### src/rtl/rpbu_pkg.sv
// Package for the raw pixel bit unpacker: field widths, register indexes,
// reset values and the result entry type. No dependencies.
package rpbu_pkg;

   localparam int WordBits     = 16;
   localparam int MaxBitDepth  = 16;
   localparam int MinBitDepth  = 8;
   localparam int DepthBits    = 5;
   localparam int CountBits    = 24;
   localparam int HeldBits     = 4;                    // at most 15 leftover bits
   localparam int KeepBits     = (1 << HeldBits) - 1;  // width of the leftover buffer
   localparam int JoinBits     = KeepBits + WordBits;  // leftover bits plus a new word
   localparam int TotalBits    = 5;                    // holds up to 31
   localparam int QueueDepth   = 4;
   localparam int QueueIdxBits = 2;
   localparam int QueueCntBits = 3;
   localparam int CsrIdxBits   = 2;
   localparam int CsrDataBits  = 24;

   localparam logic [CsrIdxBits-1:0] RegBitDepth      = 2'd0;
   localparam logic [CsrIdxBits-1:0] RegPixelsPerFrame = 2'd1;
   localparam logic [CsrIdxBits-1:0] RegFullScaleMode  = 2'd2;

   localparam logic [DepthBits-1:0] BitDepthReset       = 5'd14;
   localparam logic [CountBits-1:0] PixelsPerFrameReset = 24'd2073600;

   typedef struct packed {
      logic [WordBits-1:0] pixel_value;
      logic                frame_end;
   } result_type;

endpackage

### src/rtl/raw_pixel_bit_unpacker.sv
// Raw pixel bit unpacker top level: input register, unpack logic and a
// four-entry result queue. Depends on rpbu_pkg.
//
// A word passes from the input register into the result queue, whose head
// the rsp port shows. Throughput: one word per cycle while each word yields
// at most one pixel and rsp_stall is low; words that yield two pixels fill
// the queue faster than the single result port drains it and stall the input.
// Reset (synchronous, active high) empties the queue, clears the bit buffer
// and pixel counter, and loads the register reset values.
module raw_pixel_bit_unpacker (
   input  logic                                clock,
   input  logic                                reset,
   input  logic                                req_valid,
   output logic                                req_stall,
   input  logic [rpbu_pkg::WordBits-1:0]       req_packed_word,
   output logic                                rsp_valid,
   input  logic                                rsp_stall,
   output logic [rpbu_pkg::WordBits-1:0]       rsp_pixel_value,
   output logic                                rsp_frame_end,
   input  logic                                csr_valid,
   output logic                                csr_ready,
   input  logic [rpbu_pkg::CsrIdxBits-1:0]     csr_index,
   input  logic [rpbu_pkg::CsrDataBits-1:0]    csr_data
);

   // Configuration registers.
   logic [rpbu_pkg::DepthBits-1:0] bit_depth_ff;
   logic [rpbu_pkg::CountBits-1:0] frame_size_ff;
   logic                           full_scale_ff;

   // Input register.
   logic                          in_valid_ff;
   logic [rpbu_pkg::WordBits-1:0] in_word_ff;

   // Unpack state.
   logic [rpbu_pkg::KeepBits-1:0]  buffer_ff,  buffer_in;
   logic [rpbu_pkg::HeldBits-1:0]  held_ff,    held_in;
   logic [rpbu_pkg::CountBits-1:0] counter_ff, counter_in;

   // Result queue.
   rpbu_pkg::result_type                  queue_ff [rpbu_pkg::QueueDepth];
   logic [rpbu_pkg::QueueIdxBits-1:0]     head_ff, head_in;
   logic [rpbu_pkg::QueueCntBits-1:0]     fill_ff, fill_in;

   logic                                  pop, process;
   logic [rpbu_pkg::QueueCntBits-1:0]     fill_after_pop;
   logic [rpbu_pkg::QueueIdxBits-1:0]     tail0, tail1;

   logic [rpbu_pkg::DepthBits-1:0]  depth;
   logic [rpbu_pkg::WordBits-1:0]   pix_mask;
   logic [rpbu_pkg::JoinBits-1:0]   joined;
   logic [rpbu_pkg::TotalBits-1:0]  total, total1, total2;
   logic                            emit1, emit2, last1, last2;
   logic [rpbu_pkg::WordBits-1:0]   raw1, raw2;
   logic [rpbu_pkg::CountBits-1:0]  count1, count2;
   logic [rpbu_pkg::TotalBits-1:0]  held_next;
   rpbu_pkg::result_type            res1, res2;

   assign csr_ready = 1'b1;

   assign rsp_valid       = (fill_ff != '0);
   assign rsp_pixel_value = queue_ff[head_ff].pixel_value;
   assign rsp_frame_end   = queue_ff[head_ff].frame_end;

   assign pop            = rsp_valid & ~rsp_stall;
   assign fill_after_pop = fill_ff - {{(rpbu_pkg::QueueCntBits-1){1'b0}}, pop};
   // A word may yield two pixels, so it leaves the input register only when
   // two queue entries are free.
   assign process   = in_valid_ff & (fill_after_pop <= rpbu_pkg::QueueCntBits'(2));
   assign req_stall = in_valid_ff & ~process;

   assign tail0 = head_ff + fill_after_pop[rpbu_pkg::QueueIdxBits-1:0] +
                  rpbu_pkg::QueueIdxBits'(pop);
   assign tail1 = tail0 + rpbu_pkg::QueueIdxBits'(1);

   function automatic logic [rpbu_pkg::WordBits-1:0] justify(
      input logic [rpbu_pkg::WordBits-1:0]  raw,
      input logic [rpbu_pkg::DepthBits-1:0] d,
      input logic                           full_scale
   );
      logic [rpbu_pkg::DepthBits-1:0] sh;
      sh = rpbu_pkg::DepthBits'(rpbu_pkg::WordBits) - d;
      return full_scale ? raw : (raw << sh);
   endfunction

   always_comb begin
      // Out-of-range depths are clamped to the supported span.
      if (bit_depth_ff < rpbu_pkg::DepthBits'(rpbu_pkg::MinBitDepth)) begin
         depth = rpbu_pkg::DepthBits'(rpbu_pkg::MinBitDepth);
      end else if (bit_depth_ff > rpbu_pkg::DepthBits'(rpbu_pkg::MaxBitDepth)) begin
         depth = rpbu_pkg::DepthBits'(rpbu_pkg::MaxBitDepth);
      end else begin
         depth = bit_depth_ff;
      end
      pix_mask = ~({rpbu_pkg::WordBits{1'b1}} << depth);

      joined = {buffer_ff, in_word_ff};
      total  = {1'b0, held_ff} + rpbu_pkg::TotalBits'(rpbu_pkg::WordBits);

      emit1  = (total >= depth);
      total1 = total - depth;
      raw1   = rpbu_pkg::WordBits'(joined >> total1) & pix_mask;
      count1 = counter_ff + rpbu_pkg::CountBits'(1);
      last1  = (count1 == frame_size_ff);

      emit2  = emit1 & ~last1 & (total1 >= depth);
      total2 = total1 - depth;
      raw2   = rpbu_pkg::WordBits'(joined >> total2) & pix_mask;
      count2 = counter_ff + rpbu_pkg::CountBits'(2);
      last2  = (count2 == frame_size_ff);

      res1.pixel_value = justify(raw1, depth, full_scale_ff);
      res1.frame_end   = last1;
      res2.pixel_value = justify(raw2, depth, full_scale_ff);
      res2.frame_end   = last2;

      // The frame end drops the rest of the word and restarts the count.
      if (emit1 && last1) begin
         held_next  = '0;
         counter_in = '0;
      end else if (emit2 && last2) begin
         held_next  = '0;
         counter_in = '0;
      end else if (emit2) begin
         held_next  = total2;
         counter_in = count2;
      end else if (emit1) begin
         held_next  = total1;
         counter_in = count1;
      end else begin
         held_next  = total;
         counter_in = counter_ff;
      end
      held_in   = held_next[rpbu_pkg::HeldBits-1:0];
      buffer_in = joined[rpbu_pkg::KeepBits-1:0] &
                  ~({rpbu_pkg::KeepBits{1'b1}} << held_in);

      if (!process) begin
         held_in    = held_ff;
         buffer_in  = buffer_ff;
         counter_in = counter_ff;
      end

      head_in = head_ff + rpbu_pkg::QueueIdxBits'(pop);
      fill_in = fill_after_pop;
      if (process) begin
         fill_in = fill_after_pop + rpbu_pkg::QueueCntBits'(emit1) +
                   rpbu_pkg::QueueCntBits'(emit2);
      end
   end

   always_ff @(posedge clock) begin
      if (reset) begin
         bit_depth_ff  <= rpbu_pkg::BitDepthReset;
         frame_size_ff <= rpbu_pkg::PixelsPerFrameReset;
         full_scale_ff <= 1'b0;
         in_valid_ff   <= 1'b0;
         buffer_ff     <= '0;
         held_ff       <= '0;
         counter_ff    <= '0;
         head_ff       <= '0;
         fill_ff       <= '0;
      end else begin
         if (csr_valid && csr_ready) begin
            unique case (csr_index)
               rpbu_pkg::RegBitDepth: begin
                  bit_depth_ff <= csr_data[rpbu_pkg::DepthBits-1:0];
               end
               rpbu_pkg::RegPixelsPerFrame: begin
                  frame_size_ff <= csr_data[rpbu_pkg::CountBits-1:0];
               end
               rpbu_pkg::RegFullScaleMode: begin
                  full_scale_ff <= csr_data[0];
               end
               default: begin
               end
            endcase
         end
         if (req_valid && !req_stall) begin
            in_valid_ff <= 1'b1;
         end else if (process) begin
            in_valid_ff <= 1'b0;
         end
         buffer_ff  <= buffer_in;
         held_ff    <= held_in;
         counter_ff <= counter_in;
         head_ff    <= head_in;
         fill_ff    <= fill_in;
      end
   end

   // Payload registers: no reset needed.
   always_ff @(posedge clock) begin
      if (req_valid && !req_stall) begin
         in_word_ff <= req_packed_word;
      end
      if (process && emit1) begin
         queue_ff[tail0] <= res1;
      end
      if (process && emit2) begin
         queue_ff[tail1] <= res2;
      end
   end

endmodule
### config.mk
export PLATFORM = sky130hd
export DESIGN_NAME = raw_pixel_bit_unpacker
export DESIGN_NICKNAME = d
export VERILOG_FILES = /design/src/rtl/rpbu_pkg.sv /design/src/rtl/raw_pixel_bit_unpacker.sv
export SDC_FILE = /design/constraint.sdc
export NUM_CORES = 1
export LEC_CHECK = 0
export BUFFER_PORTS_ARGS = -buffer_cell sky130_fd_sc_hd__buf_2
export CELL_PAD_IN_SITES_DETAIL_PLACEMENT = 1
export CELL_PAD_IN_SITES_GLOBAL_PLACEMENT = 2
export CORE_ASPECT_RATIO = 1.75
export CORE_MARGIN = 1
export CORE_UTILIZATION = 40
export CTS_CLUSTER_DIAMETER = 120
export DETAILED_ROUTE_END_ITERATION = 8
export PLACE_DENSITY = 0.82
export SKIP_CTS_REPAIR_TIMING = 1
export SYNTH_ARGS = -nofsm -noshare
export SYNTH_HDL_FRONTEND = slang
export SYNTH_SLANG_ARGS = --single-unit
### constraint.sdc
create_clock -name clock -period 8.7 [get_ports clock]
set_clock_uncertainty 0.05 [all_clocks]
set_input_delay 0.87 -clock clock [delete_from_list [all_inputs] [get_ports clock]]
set_output_delay 0.87 -clock clock [all_outputs]
set_load 0.005 [all_outputs]
==> results of run 1 <==
registers in the layout (all words and copies together), names as in the netlist, 2 cells and up:
| name | flops |
|---|---|
| in_word_ff | 16 |
| fill_ff | 3 |
| counter_ff | 24 |
| held_ff | 4 |
| bit_depth_ff | 5 |
| buffer_ff | 15 |
| frame_size_ff | 24 |
| head_ff | 2 |
| queue_ff | 68 |
through the flow:
step | util | cells | cell area, µm² | power, mW | setup WS, ns
6_report | 0.444 | 2093 | 15700 | 5.46 | 1.71
4_1_cts | 0.444 | 2093 | 15700 | 5.41 | 1.72
3_3_place_gp | 0.426 | 2060 | 15000 | 4.48 | 1.32
2_1_floorplan | - | 1617 | 14400 | 3.46 | 2.13
5_1_grt | 0.444 | 2093 | 15700 | 5.75 | 1.28
3_5_place_dp | 0.426 | 2061 | 15000 | 4.55 | 1.76
layout make-up:
cell class	instances	area, µm²	area share
clock inverter	15	214	0.0136
timing repair buffer	110	663	0.0423
sequential	163	4100	0.262
clock buffer	17	425	0.0271
multi-input combinational	1289	9570	0.610
tap	465	582	0.0371
inverter	34	128	0.00814
routing by layer:
metal  vias to the layer above  track usage  wire [µm]  share of wire
met3                       280       0.0626       2570          0.042
met5                         -            0         14        0.00023
met4                         2        0.349       6830           0.11
li1                       6179            -          -              -
met2                       478        0.646      33500           0.54
met1                      6796        0.289      18900           0.31
synth_stat cells, types with 6 or more instances:
cell and count:
a32o_1 7, a21oi_1 109, buf_2 34, mux2_2 44, nand3_1 59, nor3_1 40, and3_1 22, nor4_1 13
a221oi_1 6, nand2_1 207, nor2_1 110, mux4_2 59, a22oi_1 17, nand4_1 21, and2_1 14, dfxtp_1 79
o211ai_1 17, a32oi_1 8, a21o_1 10, a311oi_1 6, clkbuf_1 77, ha_1 19, or3_1 20, xnor2_1 26
o22ai_1 10, mux2i_1 123, nand2b_1 12, a22o_1 7, o2111ai_1 15, nor2b_1 10, o21ai_0 60, o31ai_1 6
a211oi_1 23, inv_1 28, edfxtp_1 84, o221ai_1 9, nor3b_1 9, xor2_1 27, o21a_1 10, a31oi_1 23
buf_1 6, buf_4 10
power by group through the flow:
stage          clock network, mW  logic, mW  registers (mW)
6_report                   0.847       3.48            1.14
5_1_grt                    0.884       3.72            1.15
4_1_cts                    0.859       3.42            1.14
3_5_place_dp                   0       3.39            1.16
3_3_place_gp                   0       3.34            1.15
2_1_floorplan                  0       2.36            1.10
worst max-delay path: cells and delay by family, from the launching register on:
| family | cells | cell delay [ns] |
|---|---|---|
| buffers and inverters | 3 | 0.95 |
| and+or+nand+nor | 8 | 2.28 |
| muxes | 3 | 0.74 |
| xor gates and xnor gates | 1 | 0.67 |
| DFF | 1 | 0.33 |
| adders and majority gates | 2 | 0.78 |
| AOI/OAI and AO/OA | 2 | 0.88 |
worst min path at each step:
stage                                         from                             end  slack [ns]
finish              frame_size_ff[11]$_SDFFE_PP0P_  frame_size_ff[11]$_SDFFE_PP0P_        0.43
detailed placement  frame_size_ff[11]$_SDFFE_PP0P_  frame_size_ff[11]$_SDFFE_PP0P_        0.42
floorplan            frame_size_ff[0]$_SDFFE_PP0P_   frame_size_ff[0]$_SDFFE_PP0P_        0.40
global route        frame_size_ff[21]$_SDFFE_PP0P_  frame_size_ff[21]$_SDFFE_PP0P_        0.45
CTS                 frame_size_ff[11]$_SDFFE_PP0P_  frame_size_ff[11]$_SDFFE_PP0P_        0.43
global placement    frame_size_ff[21]$_SDFFE_PP0P_  frame_size_ff[21]$_SDFFE_PP0P_        0.40
placed cells by master (no fill, tap or decap), drive strengths merged, types with 12 or more instances in the layout:
master   Yosys  routed
a31oi       23      23
ha          19      19
dfxtp       79      79
and3        23      23
clkbuf      77      17
mux2i      124     124
a21oi      111     111
o211ai      17      17
nor2       110     110
inv         30      37
nor3        45      45
or3         20      20
mux4        59      59
nand4       25      25
edfxtp      84      84
mux2        44      44
buf         54     110
nor4        18      18
nand3       60      60
and2        14      14
o21ai       65      65
a211oi      23      23
xor2        27      27
nand2b      12      12
o2111ai     15      15
a22oi       17      17
xnor2       27      27
nand2      207     207
cells by family after synthesis:
logic type | count (synthesis) | share of synthesized area
AO/OA/AOI/OAI | 412 | 0.195
XOR/XNOR | 55 | 0.0350
adder cells (fa/ha/maj) | 22 | 0.0207
buffers and inverters | 165 | 0.0508
flip-flops | 163 | 0.286
multiplexers | 227 | 0.214
other | 1 | 0.000261
AND/OR/NAND/NOR | 572 | 0.198
==> impl_metrics.ini, run 1 <==
[min_path]
holdPathStages = 2
min_path_type = reg2reg

[routing]
drt_iter0_markers = 668
drcViolationCount = 0
num_vias = 13735
routed_via_density = 6.56
firstDrtPassIters = 5
wl_um = 61700
wl_per_cell_um = 29.5
detail-route-antenna-nets = 0

[power]
p_per_area_nw_per_um2 = 348
leakage_nw = 6.02
swShare = 0.495
power_frac_comb = 0.636
peakVddDrop_mv = 0.162
power.share.sequential = 0.209
power.switching_mw = 2.70
p_clk_frac = 0.155
p_int_mw = 2.76

[worst_setup_path]
worstPathCellList = clkinv_1 > nand3_1 > ha_1 > and3b_1 > or3_1 > nand2_1 > inv_1 > ha_1 > nor2_1 > a21oi_1 > xnor2_2 > buf_4 > nor3_1 > or4_1 > mux2i_1 > mux4_2 > nor2_1 > a211oi_1 > mux2i_1
arrival_ns = 7.11
worstPathMaxFanout = 16
r2r_slack_ns = 1.71
slowest_stage = a211oi_1
critPathCapture = queue_ff[2][11]$_DFFE_PP_
worstPathRequired_ns = 8.82
max_stage_delay_ns = 0.79
worstSetupPathType = reg2reg
crit-reg2reg-capture = queue_ff[2][11]$_DFFE_PP_
startpoint = bit_depth_ff[4]$_SDFFE_PP0P_
endpoint_kind = flip-flop
reg2regPathDepth = 19
cp-start-kind = flip-flop
timing.rr.start = bit_depth_ff[4]$_SDFFE_PP0P_

[placed_design]
gp_congestion = 0.974
place_hpwl_um = 48200
port-buffer-count = 65

[yosys]
synth_area_leaders = edfxtp_1 (18%), dfxtp_1 (11%), mux4_2 (9.3%), mux2i_1 (8.6%), nand2_1 (5.4%)
synth_cell_types = 95
yosysWarnings = 0
synth_seq_cells = 163
yosys_most_used_dff = edfxtp_1
netlist_area_um2 = 14400
syn_nets = 1686
synth_cells = 1617
yosysTopAreaCell = edfxtp_1
synth_edf_count = 84
synthArstFlopShare = 0
avgSynthCellArea_um2 = 8.88
yosysSeqAreaShare = 0.286
synth_top_area_frac = 0.176

[sta]
period_needed_ns = 6.99
hold_viol_final = 0
setup_viol_count_final = 0
rsz0062_at_grt = no
fin_tns_setup_ns = 0
slew_violations = 0
max_freq_mhz = 143
whs_ns = 0.430
period_share = 0.803
relSlewSlack = 0.293
worst_pin_slew_ns = 1.05

[clock_tree]
clk_pin_slew_worst_paths_ns = 0.08
cts.sinks = 163
root_buffer = clkbuf_16
cts_tree = built
cts.path.max_buffers = 2
clock_latency_ns = 0.47
cts_buffers = 17
htreeDepth = 4

[global_route]
overflow = 0
grt_pass1_wl_um = 92100
antenna_found_initial = 1
grt_max_degree = 55
grtUsageTotal = 0.341
grt_pass1_vias = 14651

[cells_and_area]
antenna_cells = 0
final_layout_size_suffix_gt1_frac = 0.175
area_growth_pct = 9.17
nFillCells = 4171
fin_nets = 1684

[flow_run]
max-cap-violations = 0

[status]
status = finished, final reports clean

[die]
start_util = 0.407
die_w_um = 145
num_io_pins = 67
die_y_um = 253
die-area_um2 = 36700
core_area_um2 = 35300
rows = 91
Power figures use the tool's default switching activity.
==> run 2, diff against run 1 <==
==> constraint.sdc (replaced) <==
create_clock -name clock -period 7.2 [get_ports clock]
set_clock_uncertainty 0.05 [all_clocks]
set_input_delay 0.72 -clock clock [delete_from_list [all_inputs] [get_ports clock]]
set_output_delay 0.72 -clock clock [all_outputs]
set_load 0.005 [all_outputs]
==> run 2 against run 1 <==
Against the previous run: worst hold slack lost 0.045 ns; clock-buffer cell count is the same; routed wire length shrank 2.4%; highest routed layer is now met4; core utilization shrank 0.18 points; largest cell class unchanged; fmax grew 0.69%; cell count is essentially flat; critical path type unchanged; flip-flop and latch count is the same; first-iteration DRC count grew 13%; design area shrank 0.42%; global-route usage shrank 1.1 points; sequential power grew 21%; worst setup slack lost 1.5 ns.
==> impl_metrics.ini, run 2 (synthesis results as in run 1) <==
[cells_and_area]
nFillCells = 4153
final_cell_mix = nand2_1 (207), mux2i_1 (123), nor2_1 (110), a21oi_1 (109), edfxtp_1 (84)
layout_commonest_cell = nand2_1
antenna_cells = 0
final_layout_size_suffix_gt1_frac = 0.175
ff_latch_area_um2 = 4100
top_register = queue_ff
fin_nets = 1683
largest_reg_flops = 68
utilization = 0.442
instances_no_fill = 2092
area_growth_pct = 8.72
largestRegisters = queue_ff: 68 flops, counter_ff: 24 flops, frame_size_ff: 24 flops
finish.instance_area_um2 = 15600
multiInputGateArea_um2 = 9560

[clock_tree]
clk_pin_slew_worst_paths_ns = 0.08
cts_tree = built
cts.sinks = 163
root_buffer = clkbuf_16
cts.path.max_buffers = 2
cts_buffers = 17
clock_latency_ns = 0.46
htreeDepth = 4

[routing]
num_vias = 13769
wl_um = 60200
detail-route-antenna-nets = 0
drcViolationCount = 0
wl_per_cell_um = 28.8
routed_via_density = 6.58
firstDrtPassIters = 8
drt_iter0_markers = 752

[sta]
period_share = 0.964
slew_violations = 0
period_needed_ns = 6.94
fin_ws_ns = 0.258
hold_viol_final = 0
fin_tns_setup_ns = 0
whs_ns = 0.386
worst_pin_slew_ns = 1.07
setup_viol_count_final = 0
max_freq_mhz = 144
relSlewSlack = 0.285
rsz0062_at_grt = no

[global_route]
grt_max_degree = 55
grt_pass1_vias = 14571
overflow = 0
grtUsageTotal = 0.330
antenna_found_initial = 0
grt_pass1_wl_um = 89500

[die]
die_w_um = 145
start_util = 0.407
die_y_um = 253
rows = 91
num_io_pins = 67
die-area_um2 = 36700
core_area_um2 = 35300

[worst_setup_path]
arrival_ns = 7.06
worstSetupPathType = reg2reg
worstPathMaxFanout = 16
cp-start-kind = flip-flop
endpoint_kind = flip-flop
worstPathRequired_ns = 7.31
r2r_slack_ns = 0.26

[power]
peakVddDrop_mv = 0.202
finalPower_mw = 6.46
leakage_nw = 5.99
p_per_area_nw_per_um2 = 414

[placed_design]
place_hpwl_um = 48200
port-buffer-count = 65
dp_cells = 2060
dp_slack_ns = 0.281
gp_congestion = 0.985
place_area_um2 = 15000

[status]
status = finished, final reports clean

[flow_run]
max-cap-violations = 0

[min_path]
min_path_type = in2reg
[run 2: changes by cell type in the layout (fill, tap and decap cells not counted), sizes merged]
cell / previous run / this run
buf: 110 / 109
clkinvlp: 1 / 0
clkinv: 8 / 11
bufinv: 3 / 0
inv: 37 / 38
[run 2: worst paths after layout]
check,start,to,cells after the start
max,bit_depth_ff[4]$_SDFFE_PP0P_,queue_ff[0][4]$_DFFE_PP_,18
min,req_packed_word[15],in_word_ff[15]$_DFFE_PP_,1
max reg2reg,bit_depth_ff[4]$_SDFFE_PP0P_,queue_ff[0][4]$_DFFE_PP_,18
min reg2reg,frame_size_ff[11]$_SDFFE_PP0P_,frame_size_ff[11]$_SDFFE_PP0P_,2
[run 2: worst max-delay path, cell delays in order, from the launching register on]
cell      delay [ns]
dfxtp_1         0.31
buf_4           0.22
clkinv_1        0.26
nand3_1         0.39
ha_1            0.32
and3b_1         0.22
or3_1           0.37
nand2_1         0.09
buf_4           0.21
inv_1           0.06
buf_4           0.19
ha_1            0.33
nor3_1          0.83
nor2_1          0.37
o311ai_0        0.47
o21ai_0         0.37
mux4_2          0.59
a22oi_1         0.80
mux2i_1         0.18
[run 2: power breakdown]
part	switching [mW]	total (mW)	internal [mW]
clock network	0.461	0.925	0.464
logic	2.64	4.16	1.52
registers	0.138	1.38	1.25
total	3.24	6.46	3.22
[run 2: final cells by class]
type | count | area share
sequential | 163 | 0.263
tap | 465 | 0.0373
inverter | 34 | 0.00817
multi-input combinational | 1289 | 0.612
clock inverter | 15 | 0.0102
timing repair buffer | 109 | 0.0420
clock buffer | 17 | 0.0272
[run 2: metal layers]
metal | wire length (µm) | vias up | global-route usage
li1 | - | 6170 | -
met1 | 18400 | 6923 | 0.274
met2 | 33700 | 423 | 0.655
met3 | 1720 | 253 | 0.0426
met4 | 6410 | 0 | 0.315
met5 | 0 | - | 0
==> run 3, diff against run 2 <==
--- a/config.mk
+++ b/config.mk
@@ -14,6 +14,7 @@
 export CTS_CLUSTER_DIAMETER = 120
 export DETAILED_ROUTE_END_ITERATION = 8
 export PLACE_DENSITY = 0.82
+export REMOVE_ABC_BUFFERS = 1
 export SKIP_CTS_REPAIR_TIMING = 1
 export SYNTH_ARGS = -nofsm -noshare
 export SYNTH_HDL_FRONTEND = slang
==> run 3 against run 2 <==
Against the previous run: first-iteration DRC count fell by 9.6%; total power up 1.1%; critical path depth up 1; fmax grew 4.0%; register-to-register slack better by 0.27 ns; highest routed layer unchanged; combinational power is essentially flat.
==> impl_metrics.ini, run 3 (synthesis results as in run 1) <==
[status]
status = finished, final reports clean

[power]
power.switching_mw = 3.23
finalPower_mw = 6.53
swShare = 0.494
leakage_nw = 6.00
power_frac_comb = 0.635
p_int_mw = 3.30
peakVddDrop_mv = 0.242
p_clk_frac = 0.155
p_per_area_nw_per_um2 = 417
power.share.sequential = 0.210

[sta]
period_needed_ns = 6.68
slew_violations = 0
worst_pin_slew_ns = 1.18
setup_viol_count_final = 0
period_share = 0.927
fin_ws_ns = 0.523
hold_viol_final = 0
fin_tns_setup_ns = 0
relSlewSlack = 0.216
max_freq_mhz = 150
rsz0062_at_grt = no

[routing]
drt_iter0_markers = 680
wl_met3_um = 1800
wl_per_cell_um = 26.7
detail-route-antenna-nets = 0
wl_met2_um = 30100
highest_layer = met4
firstDrtPassIters = 4
routed_via_density = 6.45
drcViolationCount = 0
wl_um = 55700
met1Wirelength_um = 19800
num_vias = 13474

[cells_and_area]
largestRegisters = queue_ff: 68 flops, counter_ff: 24 flops, frame_size_ff: 24 flops
fin_nets = 1681
instances_no_fill = 2090
layout_commonest_cell = nand2_1
antenna_cells = 0
nFillCells = 4141
top_register = queue_ff
area_growth_pct = 8.97
multiInputGateArea_um2 = 9560
final_cell_mix = nand2_1 (207), mux2i_1 (123), nor2_1 (110), a21oi_1 (109), edfxtp_1 (84)
ff_latch_area_um2 = 4100
final_layout_size_suffix_gt1_frac = 0.174
largest_reg_flops = 68
finish.instance_area_um2 = 15700

[worst_setup_path]
arrival_ns = 6.77
worstSetupPathType = reg2reg
worstPathMaxFanout = 18
worstPathRequired_ns = 7.30
cp-start-kind = flip-flop
endpoint_kind = flip-flop

[placed_design]
gp_congestion = 0.929
dp_cells = 2058
port-buffer-count = 65
place_hpwl_um = 44200
dp_slack_ns = 0.497
place_area_um2 = 15000

[die]
die_y_um = 253
start_util = 0.407
num_io_pins = 67
rows = 91
die-area_um2 = 36700
core_area_um2 = 35300
die_w_um = 145

[global_route]
antenna_found_initial = 0
grtUsageTotal = 0.309
grt_pass1_vias = 14166
grt_max_degree = 55
grt_pass1_wl_um = 86100
overflow = 0

[clock_tree]
clk_pin_slew_worst_paths_ns = 0.08
root_buffer = clkbuf_16
clock_latency_ns = 0.47
cts_buffers = 17
cts.path.max_buffers = 2
cts.sinks = 163
cts_tree = built
htreeDepth = 4

[flow_run]
max-cap-violations = 0

[min_path]
min_path_type = in2reg
-- run 3: changes by cell type in the layout (fill, tap and decap cells not counted) --
cell       previous run  this run
clkinv_8              3         5
inv_8                 5         1
buf_4                44        42
bufinv_16             0         2
clkinv_4              2         1
inv_6                 3         5
clkinv_2              2         1
-- run 3: power groups by stage --
stage               Sequential [mW]  Combinational (mW)  Clock [mW]
floorplan                      1.36                2.68           0
global placement               1.38                4.02           0
detailed placement             1.39                4.08           0
CTS                            1.37                4.10        1.03
global route                   1.39                4.45        1.06
finish                         1.37                4.15        1.01
-- run 3: worst paths after layout --
kind,start,to,slack (ns),cells past startpoint
setup reg to reg,bit_depth_ff[4]$_SDFFE_PP0P_,queue_ff[1][7]$_DFFE_PP_,0.52,19
setup / recovery,bit_depth_ff[4]$_SDFFE_PP0P_,queue_ff[1][7]$_DFFE_PP_,0.52,19
hold / removal,req_packed_word[9],in_word_ff[9]$_DFFE_PP_,0.38,1
hold reg to reg,frame_size_ff[11]$_SDFFE_PP0P_,frame_size_ff[11]$_SDFFE_PP0P_,0.42,2
-- run 3: per-layer routing --
layer | track usage | vias up
met5 | 0 | -
met4 | 0.217 | 0
met3 | 0.0412 | 168
met2 | 0.590 | 363
met1 | 0.307 | 6777
li1 | - | 6166
-- run 3: metrics by stage --
step | hold WS [ns] | utilization
CTS | 0.363 | 0.443
global placement | 0.408 | 0.425
finish | 0.380 | 0.443
global route | 0.367 | 0.443
detailed placement | 0.414 | 0.425
floorplan | 0.392 | -
-- run 3: cell type report --
| cell class | instances | share of cell area |
|---|---|---|
| Clock inverter | 15 | 0.0134 |
| Multi-Input combinational cell | 1289 | 0.611 |
| Clock buffer | 17 | 0.0272 |
| Sequential cell | 163 | 0.262 |
| Tap cell | 465 | 0.0372 |
| Inverter | 34 | 0.00815 |
| Timing Repair Buffer | 107 | 0.0409 |
-- run 3: critical path, cell delays in order (launching register included) --
cell	delay (ns)
dfxtp_1	0.34
clkinv_1	0.22
nand3_1	0.33
ha_1	0.31
and3b_1	0.22
or3_1	0.38
nand2_1	0.08
buf_4	0.20
inv_1	0.25
ha_1	0.41
o21ai_1	0.25
nand3_1	0.21
o21ai_1	0.08
buf_4	0.17
nor2_1	0.39
and2_1	0.67
inv_1	0.43
or3_1	0.80
o21ai_1	0.22
buf_4	0.30
